**src/rlps_pkg.sv**
```systemverilog
// ----------------------------------------------------------------------------
// RGB LED pattern sequencer package
// Shared widths, event codes and pattern codes.
// ----------------------------------------------------------------------------
package rlps_pkg;

  localparam int LEVEL_W       = 8;
  localparam int LEVEL_MAX_DEF = 255;
  localparam int HOLD_W        = 16;
  localparam int CFG_INDEX_W   = 1;
  localparam int CFG_DATA_W    = 16;
  localparam int IN_DATA_W     = 8;
  localparam int OUT_DATA_W    = 32;

  localparam logic [1:0] EV_NONE  = 2'd0;
  localparam logic [1:0] EV_SHORT = 2'd1;
  localparam logic [1:0] EV_LONG  = 2'd2;

  localparam logic [1:0] PAT_ALL_FADE = 2'd0;
  localparam logic [1:0] PAT_SEQ_RISE = 2'd1;
  localparam logic [1:0] PAT_SEQ_FADE = 2'd2;

  localparam logic [CFG_INDEX_W-1:0] REG_DEBOUNCE    = 1'd0;
  localparam logic [CFG_INDEX_W-1:0] REG_SHORT_LIMIT = 1'd1;

  typedef logic [LEVEL_W-1:0] level_t;

  typedef struct packed {
    level_t     red;
    level_t     green;
    level_t     blue;
    logic [1:0] pattern;
  } lamp_t;

endpackage

```
**src/rlps_press_classifier.sv**
```systemverilog
// ----------------------------------------------------------------------------
// Press classifier
// Debounces the button and reports a short or long press on release.
// ----------------------------------------------------------------------------
module rlps_press_classifier
  import rlps_pkg::*;
(
  input  logic              clk,
  input  logic              rst,
  input  logic              step,
  input  logic              pressed,
  input  logic [HOLD_W-1:0] debounce_ticks,
  input  logic [HOLD_W-1:0] short_limit_ticks,
  output logic [1:0]        press_event
);

  localparam logic [1:0] PH_IDLE   = 2'd0;
  localparam logic [1:0] PH_BOUNCE = 2'd1;
  localparam logic [1:0] PH_SHORT  = 2'd2;
  localparam logic [1:0] PH_LONG   = 2'd3;

  logic [1:0]        phase;
  logic [1:0]        phase_next;
  logic [HOLD_W-1:0] hold_count;
  logic [HOLD_W-1:0] hold_count_next;
  logic [HOLD_W-1:0] hold_inc;

  assign hold_inc = (hold_count != {HOLD_W{1'b1}}) ? hold_count + 1'b1 : hold_count;

  always_comb begin
    phase_next      = phase;
    hold_count_next = hold_count;
    press_event     = EV_NONE;
    case (phase)
      PH_IDLE: begin
        if (pressed) begin
          phase_next      = PH_BOUNCE;
          hold_count_next = '0;
        end
      end
      PH_BOUNCE: begin
        if (!pressed) begin
          phase_next = PH_IDLE;
        end else begin
          if (hold_count >= debounce_ticks) phase_next = PH_SHORT;
          hold_count_next = hold_inc;
        end
      end
      PH_SHORT: begin
        if (!pressed) begin
          phase_next  = PH_IDLE;
          press_event = EV_SHORT;
        end else begin
          if (hold_count >= short_limit_ticks) phase_next = PH_LONG;
          hold_count_next = hold_inc;
        end
      end
      default: begin
        if (!pressed) begin
          phase_next  = PH_IDLE;
          press_event = EV_LONG;
        end
      end
    endcase
  end

  always_ff @(posedge clk) begin
    if (rst) begin
      phase      <= PH_IDLE;
      hold_count <= '0;
    end else if (step) begin
      phase      <= phase_next;
      hold_count <= hold_count_next;
    end
  end

endmodule

```
**src/rlps_pattern_engine.sv**
```systemverilog
// ----------------------------------------------------------------------------
// Pattern engine
// Holds the pattern state and works out the colour levels for each tick.
// ----------------------------------------------------------------------------
module rlps_pattern_engine
  import rlps_pkg::*;
#(
  parameter int LEVEL_MAX = LEVEL_MAX_DEF
) (
  input  logic       clk,
  input  logic       rst,
  input  logic       step,
  input  logic [1:0] press_event,
  output lamp_t      lamp_next
);

  localparam level_t LMAX = LEVEL_W'(LEVEL_MAX);

  logic [1:0] pattern_sel;
  logic [2:0] ramp_phase;
  level_t     ramp_count;
  level_t     levels [3];
  logic [1:0] tick_divider;

  logic [1:0] sel_next;
  logic [2:0] phase_next;
  level_t     count_next;
  level_t     levels_next [3];
  logic [1:0] div_next;

  always_comb begin
    logic [1:0] c;
    sel_next    = (pattern_sel == 2'd3) ? PAT_ALL_FADE : pattern_sel;
    phase_next  = ramp_phase;
    count_next  = ramp_count;
    levels_next = levels;
    div_next    = tick_divider;
    c           = 2'd0;

    if (press_event == EV_SHORT) begin
      sel_next    = (sel_next == PAT_SEQ_FADE) ? PAT_ALL_FADE : sel_next + 2'd1;
      levels_next = '{default: '0};
      count_next  = '0;
      div_next    = '0;
      phase_next  = '0;
    end

    if (sel_next == PAT_SEQ_RISE) begin
      if (div_next != 2'd0) begin
        div_next = div_next + 2'd1;
      end else begin
        if (phase_next > 3'd2) phase_next = 3'd0;
        c = phase_next[1:0];
        if (count_next < LMAX) begin
          count_next     = count_next + 1'b1;
          levels_next[c] = levels_next[c] + 1'b1;
        end else begin
          phase_next     = (c == 2'd2) ? 3'd0 : {1'b0, c + 2'd1};
          count_next     = '0;
          levels_next[c] = '0;
        end
        div_next = 2'd1;
      end
    end else begin
      if (div_next == 2'd1) begin
        div_next = 2'd0;
      end else begin
        if (sel_next == PAT_ALL_FADE) begin
          if (phase_next > 3'd1) phase_next = 3'd0;
          if (phase_next == 3'd0) begin
            if (count_next < LMAX) begin
              count_next  = count_next + 1'b1;
              for (int i = 0; i < 3; i++) levels_next[i] = levels_next[i] + 1'b1;
            end else begin
              phase_next = 3'd1;
            end
          end else begin
            if (count_next != '0) begin
              count_next  = count_next - 1'b1;
              for (int i = 0; i < 3; i++) levels_next[i] = levels_next[i] - 1'b1;
            end else begin
              phase_next = 3'd0;
            end
          end
        end else begin
          if (phase_next > 3'd5) phase_next = 3'd0;
          c = phase_next[2:1];
          if (!phase_next[0]) begin
            if (count_next < LMAX) begin
              count_next     = count_next + 1'b1;
              levels_next[c] = levels_next[c] + 1'b1;
            end else begin
              phase_next = phase_next + 3'd1;
            end
          end else begin
            if (count_next != '0) begin
              count_next     = count_next - 1'b1;
              levels_next[c] = levels_next[c] - 1'b1;
            end else begin
              phase_next = (phase_next == 3'd5) ? 3'd0 : phase_next + 3'd1;
            end
          end
        end
        div_next = div_next + 2'd1;
      end
    end
  end

  assign lamp_next.red     = levels_next[0];
  assign lamp_next.green   = levels_next[1];
  assign lamp_next.blue    = levels_next[2];
  assign lamp_next.pattern = sel_next;

  always_ff @(posedge clk) begin
    if (rst) begin
      pattern_sel  <= PAT_ALL_FADE;
      ramp_phase   <= '0;
      ramp_count   <= '0;
      levels       <= '{default: '0};
      tick_divider <= '0;
    end else if (step) begin
      pattern_sel  <= sel_next;
      ramp_phase   <= phase_next;
      ramp_count   <= count_next;
      levels       <= levels_next;
      tick_divider <= div_next;
    end
  end

endmodule

```
**src/rgb_led_pattern_sequencer.sv**
```systemverilog
// ----------------------------------------------------------------------------
// RGB LED pattern sequencer
// Button debounce and three colour ramp patterns, one tick per transfer.
// ----------------------------------------------------------------------------
// Path: an accepted input waits in the input register until the result register
// is free, and its result is then offered from the result register.
// Throughput: one tick per cycle while m_tready stays high; the tick path is a
// single pass of logic between the input register and the result register.
// Reset: synchronous; clears the pipeline, the press state and the pattern
// state, and loads the default debounce and short-press limits.
module rgb_led_pattern_sequencer
  import rlps_pkg::*;
#(
  parameter int LEVEL_MAX = LEVEL_MAX_DEF
) (
  input  logic                   clk,
  input  logic                   rst,
  input  logic                   s_tvalid,
  output logic                   s_tready,
  input  logic [IN_DATA_W-1:0]   s_tdata,   // [0] button_pressed, rest zero
  output logic                   m_tvalid,
  input  logic                   m_tready,
  output logic [OUT_DATA_W-1:0]  m_tdata,   // [7:0] red_level, [15:8] green_level,
                                            // [23:16] blue_level, [25:24] pattern_now,
                                            // [27:26] press_event, rest zero
  input  logic                   cfg_valid,
  output logic                   cfg_ready,
  input  logic [CFG_INDEX_W-1:0] cfg_index,
  input  logic [CFG_DATA_W-1:0]  cfg_data
);

  logic              in_valid;
  logic              in_button;
  logic              advance;
  logic [HOLD_W-1:0] debounce_ticks;
  logic [HOLD_W-1:0] short_limit_ticks;
  logic [1:0]        press_event;
  lamp_t             lamp_next;

  assign advance   = in_valid && (!m_tvalid || m_tready);
  assign s_tready  = !in_valid || advance;
  assign cfg_ready = 1'b1;

  always_ff @(posedge clk) begin
    if (rst) begin
      debounce_ticks    <= HOLD_W'(50);
      short_limit_ticks <= HOLD_W'(1000);
    end else if (cfg_valid) begin
      case (cfg_index)
        REG_DEBOUNCE:    debounce_ticks    <= cfg_data;
        REG_SHORT_LIMIT: short_limit_ticks <= cfg_data;
        default: ;
      endcase
    end
  end

  always_ff @(posedge clk) begin
    if (rst) begin
      in_valid <= 1'b0;
    end else if (s_tready) begin
      in_valid <= s_tvalid;
    end
  end

  always_ff @(posedge clk) begin
    if (s_tready && s_tvalid) in_button <= s_tdata[0];
  end

  rlps_press_classifier u_classifier (
    .clk               (clk),
    .rst               (rst),
    .step              (advance),
    .pressed           (in_button),
    .debounce_ticks    (debounce_ticks),
    .short_limit_ticks (short_limit_ticks),
    .press_event       (press_event)
  );

  rlps_pattern_engine #(
    .LEVEL_MAX (LEVEL_MAX)
  ) u_engine (
    .clk         (clk),
    .rst         (rst),
    .step        (advance),
    .press_event (press_event),
    .lamp_next   (lamp_next)
  );

  always_ff @(posedge clk) begin
    if (rst) begin
      m_tvalid <= 1'b0;
    end else if (advance) begin
      m_tvalid <= 1'b1;
    end else if (m_tready) begin
      m_tvalid <= 1'b0;
    end
  end

  always_ff @(posedge clk) begin
    if (advance) begin
      m_tdata <= {4'd0, press_event, lamp_next.pattern,
                  lamp_next.blue, lamp_next.green, lamp_next.red};
    end
  end

  a_pattern_code : assert property (@(posedge clk) disable iff (rst)
    m_tvalid |-> m_tdata[25:24] != 2'd3)
    else $error("pattern code out of range");

  a_event_code : assert property (@(posedge clk) disable iff (rst)
    m_tvalid |-> m_tdata[27:26] != 2'd3)
    else $error("press event code out of range");

  a_all_fade_equal : assert property (@(posedge clk) disable iff (rst)
    (m_tvalid && m_tdata[25:24] == PAT_ALL_FADE) |->
      (m_tdata[7:0] == m_tdata[15:8] && m_tdata[15:8] == m_tdata[23:16]))
    else $error("colours diverged in the all fade pattern");

  a_result_follows : assert property (@(posedge clk) disable iff (rst)
    (in_valid && !m_tvalid) |=> m_tvalid)
    else $error("pending tick did not reach the result register");

  a_empty_ready : assert property (@(posedge clk) disable iff (rst)
    !m_tvalid |-> s_tready)
    else $error("input stalled while the result register is empty");

endmodule
```
**config.mk**
```make
export PLATFORM = sky130hd
export DESIGN_NAME = rgb_led_pattern_sequencer
export DESIGN_NICKNAME = d
export VERILOG_FILES = /design/src/rlps_pkg.sv /design/src/rlps_press_classifier.sv /design/src/rlps_pattern_engine.sv /design/src/rgb_led_pattern_sequencer.sv
export SDC_FILE = /design/constraint.sdc
export NUM_CORES = 1
export LEC_CHECK = 0
export ABC_AREA = 1
export BUFFER_PORTS_ARGS = -buffer_cell sky130_fd_sc_hd__buf_2
export CAP_MARGIN = 10
export CORE_UTILIZATION = 26
export CTS_CLUSTER_SIZE = 14
export DETAILED_ROUTE_END_ITERATION = 10
export PLACE_DENSITY = 0.39
export SKIP_LAST_GASP = 1
export SLEW_MARGIN = 15
export SYNTH_ARGS = -nofsm -noshare
export SYNTH_HDL_FRONTEND = slang
export SYNTH_SLANG_ARGS = --single-unit
export TNS_END_PERCENT = 30
```
**constraint.sdc**
```tcl
create_clock -name clk -period 6.13 [get_ports clk]
set_input_delay 0.3065 -clock clk [delete_from_list [all_inputs] [get_ports clk]]
set_output_delay 0.3065 -clock clk [all_outputs]
set_load 0.02 [all_outputs]
```
==> results of run 1 <==
[critical path, delay by kind of cell, from the launching register on]
family / cells / cell delay, ns
DFF: 1 / 0.39
and+or+nand+nor: 8 / 1.79
AOI/OAI and AO/OA: 3 / 0.77
adders and majority gates: 2 / 0.56
buffers and inverters: 4 / 0.36
[kinds of logic after synthesis]
| group | after synthesis |
|---|---|
| other | 2 |
| XOR/XNOR | 16 |
| AND/OR/NAND/NOR | 738 |
| adder cells (fa/ha/maj) | 56 |
| buffers and inverters | 273 |
| AO/OA/AOI/OAI | 325 |
| flip-flops | 120 |
[how the worst max path moves through the flow]
stage	depth (start not counted)	to
final	17	m_tdata[16]$_DFFE_PP_
after global routing	18	m_tdata[16]$_DFFE_PP_
after CTS	17	m_tdata[16]$_DFFE_PP_
after detailed placement	17	m_tdata[16]$_DFFE_PP_
after global placement	17	m_tdata[16]$_DFFE_PP_
after floorplan	21	m_tdata[0]$_DFFE_PP_
[state kept, by name, indices dropped and copies added (netlist names)]
name                     flops
u_engine.ramp_count          8
u_engine.pattern_sel         2
u_classifier.phase           2
m_tvalid                     1
u_engine.ramp_phase          3
in_button                    1
in_valid                     1
u_engine.tick_divider        2
m_tdata                     28
u_engine.levels             24
u_classifier.hold_count     16
short_limit_ticks           16
debounce_ticks              16
[through the flow]
| stage | cells | util (%) | setup slack (ns) | hold WS (ns) | power, mW |
|---|---|---|---|---|---|
| global route | 2037 | 29.8 | 1.74 | 0.0713 | 2.92 |
| finish | 2037 | 29.8 | 2.00 | 0.0845 | 2.76 |
| CTS | 2037 | 29.8 | 2.04 | 0.0588 | 2.78 |
| detailed placement | 2004 | 28.2 | 2.08 | 0.460 | 1.77 |
| global placement | 2004 | 28.2 | 2.10 | 0.455 | 1.77 |
| floorplan | 1533 | - | 3.10 | 0.405 | 1.50 |
[layout make-up]
cell class	instances	area [sq um]	area share [%]
clock inverters	13	105	0.959
inverters	213	802	7.32
flip-flops and latches	120	2690	24.6
multi-input cells	1140	5970	54.4
clock buffers	19	454	4.14
repair buffers	64	353	3.22
well taps	468	586	5.34
[where the power goes]
| part | switching (mW) | total, mW | leakage (nW) | internal (mW) |
|---|---|---|---|---|
| clock | 0.445 | 0.998 | 0.282 | 0.552 |
| sequential | 0.0300 | 0.907 | 1.02 | 0.877 |
| combinational | 0.617 | 0.851 | 3.71 | 0.234 |
[what timing repair did]
| action | 4_1_cts | 5_1_grt |
|---|---|---|
| hold buffers | 1 | 0 |
| resized for setup | 0 | 0 |
| hold endpoints to repair | 1 | 0 |
| setup buffers | 0 | 0 |
[routing by layer]
metal	wire (um)	part of all wire [%]
met5	0	0
met4	655	1.7
met3	1740	4.6
met2	16800	45
met1	18600	49
[cell usage after synthesis, types with 3 or more instances]
cell / number / area, sq um
nand2_1: 378 / 1420
inv_1: 194 / 728
a21oi_1: 136 / 681
nand3_1: 130 / 651
nor2_1: 119 / 447
o21ai_0: 99 / 495
dfxtp_1: 91 / 1820
ha_1: 56 / 701
nand4_1: 32 / 200
clkbuf_1: 29 / 109
edfxtp_1: 29 / 871
o21ai_1: 28 / 140
o211ai_1: 27 / 203
nor2_2: 21 / 131
nor3_1: 17 / 85.1
inv_2: 16 / 60.1
nand2_2: 16 / 100
xor2_1: 13 / 114
buf_2: 12 / 60.1
buf_4: 11 / 82.6
o221ai_1: 9 / 78.8
buf_1: 5 / 18.8
nand2_4: 5 / 56.3
o22ai_1: 5 / 31.3
nor2_4: 4 / 45.0
o21ai_2: 4 / 35.0
a211oi_1: 3 / 22.5
nand3b_1: 3 / 22.5
o2111ai_1: 3 / 26.3
o31ai_1: 3 / 22.5
or2_2: 3 / 18.8
==> out/qor.yml, run 1 <==
path_class: "reg -> reg"
ys_seq_area_share_pct: 27.6
hold_depth: 3
fin_crit_sh_pct: 67.4
area_growth_pct: 12.3
routed_wirelength_mm: 37.8
grt_max_degree: 54
min_to: "short_limit_ticks[7]$_SDFFE_PP1P_"
synth_top_family_by_area: "simple AND/OR/NAND/NOR gates"
hp-start: "cfg_data[7]"
power_density_mw_per_mm2: 251
fin_crit_ns: 4.13
layout_common_cells: "nand2_1 (378), inv_1 (193), a21oi_1 (136)"
drtPass1Iterations: 5
grt_setup_unrepaired: "false"
yosys.cell_types.count: 51
slowest_delay_ns: 0.39
layout.nets: 1642
io_pins: 65
synthMuxAreaShare_pct: 0
status: "completed"
yosys_most_used_dff: "dfxtp_1"
cts_buffer_depth: 2
place_congestion: 0.929
finalClockSkew_ns: 0.0161
setup_tns_ns: 0
maxSlewViolCount: 0
synthSimpleGateAreaFrac_pct: 33.7
drive_gt1_share_pct: 11.2
place_area_sq_mm: 0.0104
critPathSlowestCell: "dfxtp_1"
synthArstFlopShare_pct: 0
via_count: 10059
start_util_pct: 26.5
fmax_ghz: 0.242
synthAdderAreaFrac_pct: 7.18
drc: 0
antenna_found_initial: 0
finalHoldViolCount: 0
maxCapViolCount: 0
synthCells: 1530
dieArea_sq_mm: 0.0383
n_fill_cell: 4149
root_buffer: "clkbuf_16"
final_cell_area_sq_mm: 0.0110
netlist_area_sq_mm: 0.00975
grt_pass1_vias: 9540
synth.avg_cell_area_sq_um: 6.38
track_usage_pct: 20.2
routedWlPerCell_um: 18.6
hold_path.class: "in -> reg"
rr_startpoint: "u_classifier.phase[0]$_SDFFE_PP0P_"
worstSetupStartpointType: "register"
worstPathArrival_ns: 4.31
cts.clk_slew.worst_paths_ns: 0.07
rows: 70
portBuffers: 52
ys_seq_elements: 120
met1_usage_pct: 28.0
synth_compound_gate_area_share_pct: 18.5
drt.antenna.violating_nets: 0
cp_cell_sequence: "inv_1 -> ha_1 -> inv_2 -> nor2_4 -> nor2_1 -> ha_1 -> nand3_2 -> inv_1 -> nand2_1 -> nand2_4 -> nand2_1 -> nand2_1 -> nand2_1 -> o21ai_1 -> a21oi_1 -> o21ai_1 -> inv_1"
antennaDiodeCount: 0
dpl.hpwl_mm: 27.5
ir_drop_mv: 0.197
cts.sinks: 120
gr-max-usage-layer: "met2"
yosysWarningCount: 0
cts_max_level: 4
vias_per_cell: 4.94
reg2reg_depth: 17
cp_data_required_time_ns: 6.31
grt_pass1_wl_mm: 57.9
maxSlewHeadroom_pct: 43.5
core_sq_mm: 0.0368
die_h_um: 196
final-setup-viol-count: 0
die_w_um: 196
cts_buffers: 17
tightest_slew_ns: 0.847
gr-total-overflow: 0
synthXorXnorAreaFrac_pct: 1.51
grtUsageMet3_pct: 3.44
final_common_cell: "nand2_1"
crit_top_cell: "nand2_1"
crit_fanout: 12
cts_tree: "yes"
r2r-end: "m_tdata[16]$_DFFE_PP_"
clkLatencyLatePin_ns: 0.46
end_kind: "register"
p_leak_nw: 5.01
synth_edf_count: 29
crit_path_start: "u_classifier.phase[0]$_SDFFE_PP0P_"
drt_iter0_drc: 787
r2r_slack_ns: 2.00
met2_usage_pct: 32.0
Note: power is estimated with default switching activity, not from simulation.
==> run 2, diff against run 1 <==
Settings changed: ABC_AREA 1 to 0, PLACE_DENSITY 0.39 to 0.4.
Clock period 6.13 ns to 3.5 ns, I/O delays scaled along.
==> run 2 against run 1 <==
  * Cell area increased by 14%
  * Clock-buffer cell count rose by 3
  * Clock skew is 0.0013 ns higher
  * Combinational power rose by 3.9%
  * Sequential share of layout area down 3.1 points
  * Setup slack worse by 1.9 ns
  * Critical path type unchanged
  * Fmax rose by 21%
  * Cell count decreased by 2.9%
  * Via count is 7.4% higher
  * Clock power increased by 81%
  * Register-to-register slack lost 1.9 ns
  * Synthesized cell count is 12% lower
==> out/qor.yml, run 2 <==
yosys.cell_types.count: 107
ys_seq_elements: 120
synth_top_area_share_pct: 17.8
synth_edf_count: 29
reg2reg_depth: 13
yosysTopAreaCell: "dfxtp_1"
yosysWarningCount: 0
antenna_found_initial: 2
layout_common_cells: "nand2_1 (189), buf_4 (116), nor2_1 (109)"
cts.sinks: 120
die_h_um: 200
maxSlewViolCount: 0
final_util_pct: 32.4
worstSetupStartpointType: "register"
postCtsSetupBuffers: 0
cp_data_required_time_ns: 3.86
finalClockSkew_ns: 0.0174
grt_setup_unrepaired: "true"
grt_max_degree: 71
maxCapViolCount: 0
final_cell_area_sq_mm: 0.0125
portBuffers: 52
start_util_pct: 26.4
yosys_most_used_dff: "dfxtp_1"
power_density_mw_per_mm2: 339
finalHoldViolCount: 0
layout.nets: 1532
hold_path.class: "in -> reg"
via_count: 10802
die_w_um: 200
synthArstFlopShare_pct: 0
clkLatencyLatePin_ns: 0.45
synth_most_common_cell: "nand2_1"
drt.antenna.violating_nets: 0
r2r_slack_ns: 0.1
rows: 72
vias_per_cell: 5.46
end_kind: "register"
drc: 0
fin_crit_sh_pct: 97.3
ir_drop_mv: 0.308
tightest_slew_ns: 0.869
gr-total-overflow: 0
place_area_sq_mm: 0.0117
grt_pass1_wl_mm: 65.9
setup_tns_ns: 0
core_sq_mm: 0.0387
timing.hold.ws_ns: 0.0131
p_leak_nw: 4.94
track_usage_pct: 21.7
path_class: "reg -> reg"
cts_max_level: 4
synthCells: 1343
drive_gt1_share_pct: 19.3
top_register: "m_tdata"
dpl.hpwl_mm: 32.5
top_regs: "m_tdata x28, u_engine.levels x24"
netlist_top_cells_area: "dfxtp_1 (18%), edfxtp_1 (8.5%), nand2_1 (7.1%), ha_1 (6.9%), a21oi_1 (4.2%)"
io_pins: 65
netlist_area_sq_mm: 0.0102
cts.clk_slew.worst_paths_ns: 0.06
worstPathArrival_ns: 3.76
maxSlewHeadroom_pct: 41.7
place_ws_ns: 0.0686
fin_ws_ns: 0.0952
final_common_cell: "nand2_1"
drt_iter0_drc: 1026
ys_seq_area_share_pct: 26.4
dieArea_sq_mm: 0.0401
r2r-end: "u_engine.levels[7]$_SDFFE_PP0P_"
status: "completed"
grt_pass1_vias: 10187
crit_fanout: 37
largest_reg_flops: 28
final-setup-viol-count: 0
cts_buffers: 17
rr_startpoint: "u_classifier.phase[1]$_SDFFE_PP0P_"
root_buffer: "clkbuf_16"
place_congestion: 0.917
routedWlPerCell_um: 22.1
fin_crit_ns: 3.40
routed_wirelength_mm: 43.6
fmax_ghz: 0.294
min_to: "debounce_ticks[15]$_SDFFE_PP0P_"
drtPass1Iterations: 7
hp-start: "cfg_data[15]"
synth.avg_cell_area_sq_um: 7.60
cts_buffer_depth: 2
cts_tree: "yes"
area_growth_pct: 22.7
synth_commonest_cells: "nand2_1 (192), nor2_1 (113), dfxtp_1 (91)"
hold_depth: 3
==> run 2: cell types whose count changed after synthesis, moves of 16 or more <==
cell      previous run  this run
nand2_1            378       192
inv_1              194        62
nand3_1            130        46
o21ai_0             99        42
a21oi_1            136        86
clkbuf_1            29        70
nor3_1              17        40
xnor2_1              2        23
a21o_1               0        19
nor2_2              21         3
mux2i_1              0        17
nand2_2             16         0
==> run 2: cell type report <==
type	instances	area [sq um]
Antenna cell	1	2.50
Sequential cell	120	2700
Inverter	66	248
Fill cell	4201	26200
Clock inverter	10	76.3
Tap cell	518	648
Timing Repair Buffer	190	1400
Clock buffer	22	507
Multi-Input combinational cell	1051	6960
==> run 2: logic make-up (layout without fill, tap and decap cells) <==
family,Yosys count,count (layout),synth area share [%]
simple gates,531,531,25.5
compound gates,387,387,27.0
buf+inv,175,288,7.34
flops,120,120,26.4
fa+ha+maj,56,56,6.86
xor+xnor,44,44,3.77
mux,28,28,3.01
other cells,2,6,0.0735
==> run 2: metrics by stage <==
stage	power [mW]	std cells
after floorplan	2.08	1346
after global placement	2.43	1928
after detailed placement	2.43	1928
after CTS	4.28	1977
after global routing	4.43	1977
final	4.24	1978
==> run 2: how the worst max path moves through the flow <==
stage	startpoint	endpoint	depth (start not counted)
after floorplan	u_classifier.phase[0]$_SDFFE_PP0P_	m_tdata[15]$_DFFE_PP_	20
after global placement	u_classifier.phase[1]$_SDFFE_PP0P_	m_tdata[4]$_DFFE_PP_	14
after detailed placement	u_classifier.phase[1]$_SDFFE_PP0P_	m_tdata[4]$_DFFE_PP_	14
after CTS	u_classifier.phase[1]$_SDFFE_PP0P_	m_tdata[4]$_DFFE_PP_	14
after global routing	u_classifier.phase[1]$_SDFFE_PP0P_	u_engine.levels[7]$_SDFFE_PP0P_	13
final	u_classifier.phase[1]$_SDFFE_PP0P_	u_engine.levels[7]$_SDFFE_PP0P_	13
==> run 2: worst max-delay path, cell delays in order, from the launching register on <==
cell,delay (ns)
dfxtp_1,0.42
ha_4,0.21
nand2b_4,0.12
buf_4,0.24
inv_2,0.09
buf_12,0.24
nor3_2,0.07
buf_4,0.22
a2111o_1,0.50
o22ai_1,0.24
mux2_1,0.37
a22oi_1,0.15
nand2_1,0.15
a311oi_1,0.28
==> run 2: routing by layer <==
| metal | vias up | global-route usage [%] | wire length [um] |
|---|---|---|---|
| li1 | 5129 | - | - |
| met1 | 5213 | 30.5 | 20400 |
| met2 | 402 | 33.0 | 19000 |
| met3 | 56 | 4.72 | 3280 |
| met4 | 2 | 6.37 | 881 |
| met5 | - | 0 | 13 |
==> run 2: timing repair <==
action,CTS,global route
endpoints found under the setup margin,0,37
gates resized for setup,0,15
endpoints found under the hold margin,32,0
hold buffers,17,0
==> run 2: where the power goes <==
group | total [mW] | switching [mW] | internal (mW)
combinational | 0.884 | 0.551 | 0.333
clock | 1.81 | 0.773 | 1.04
sequential | 1.55 | 0.0591 | 1.49
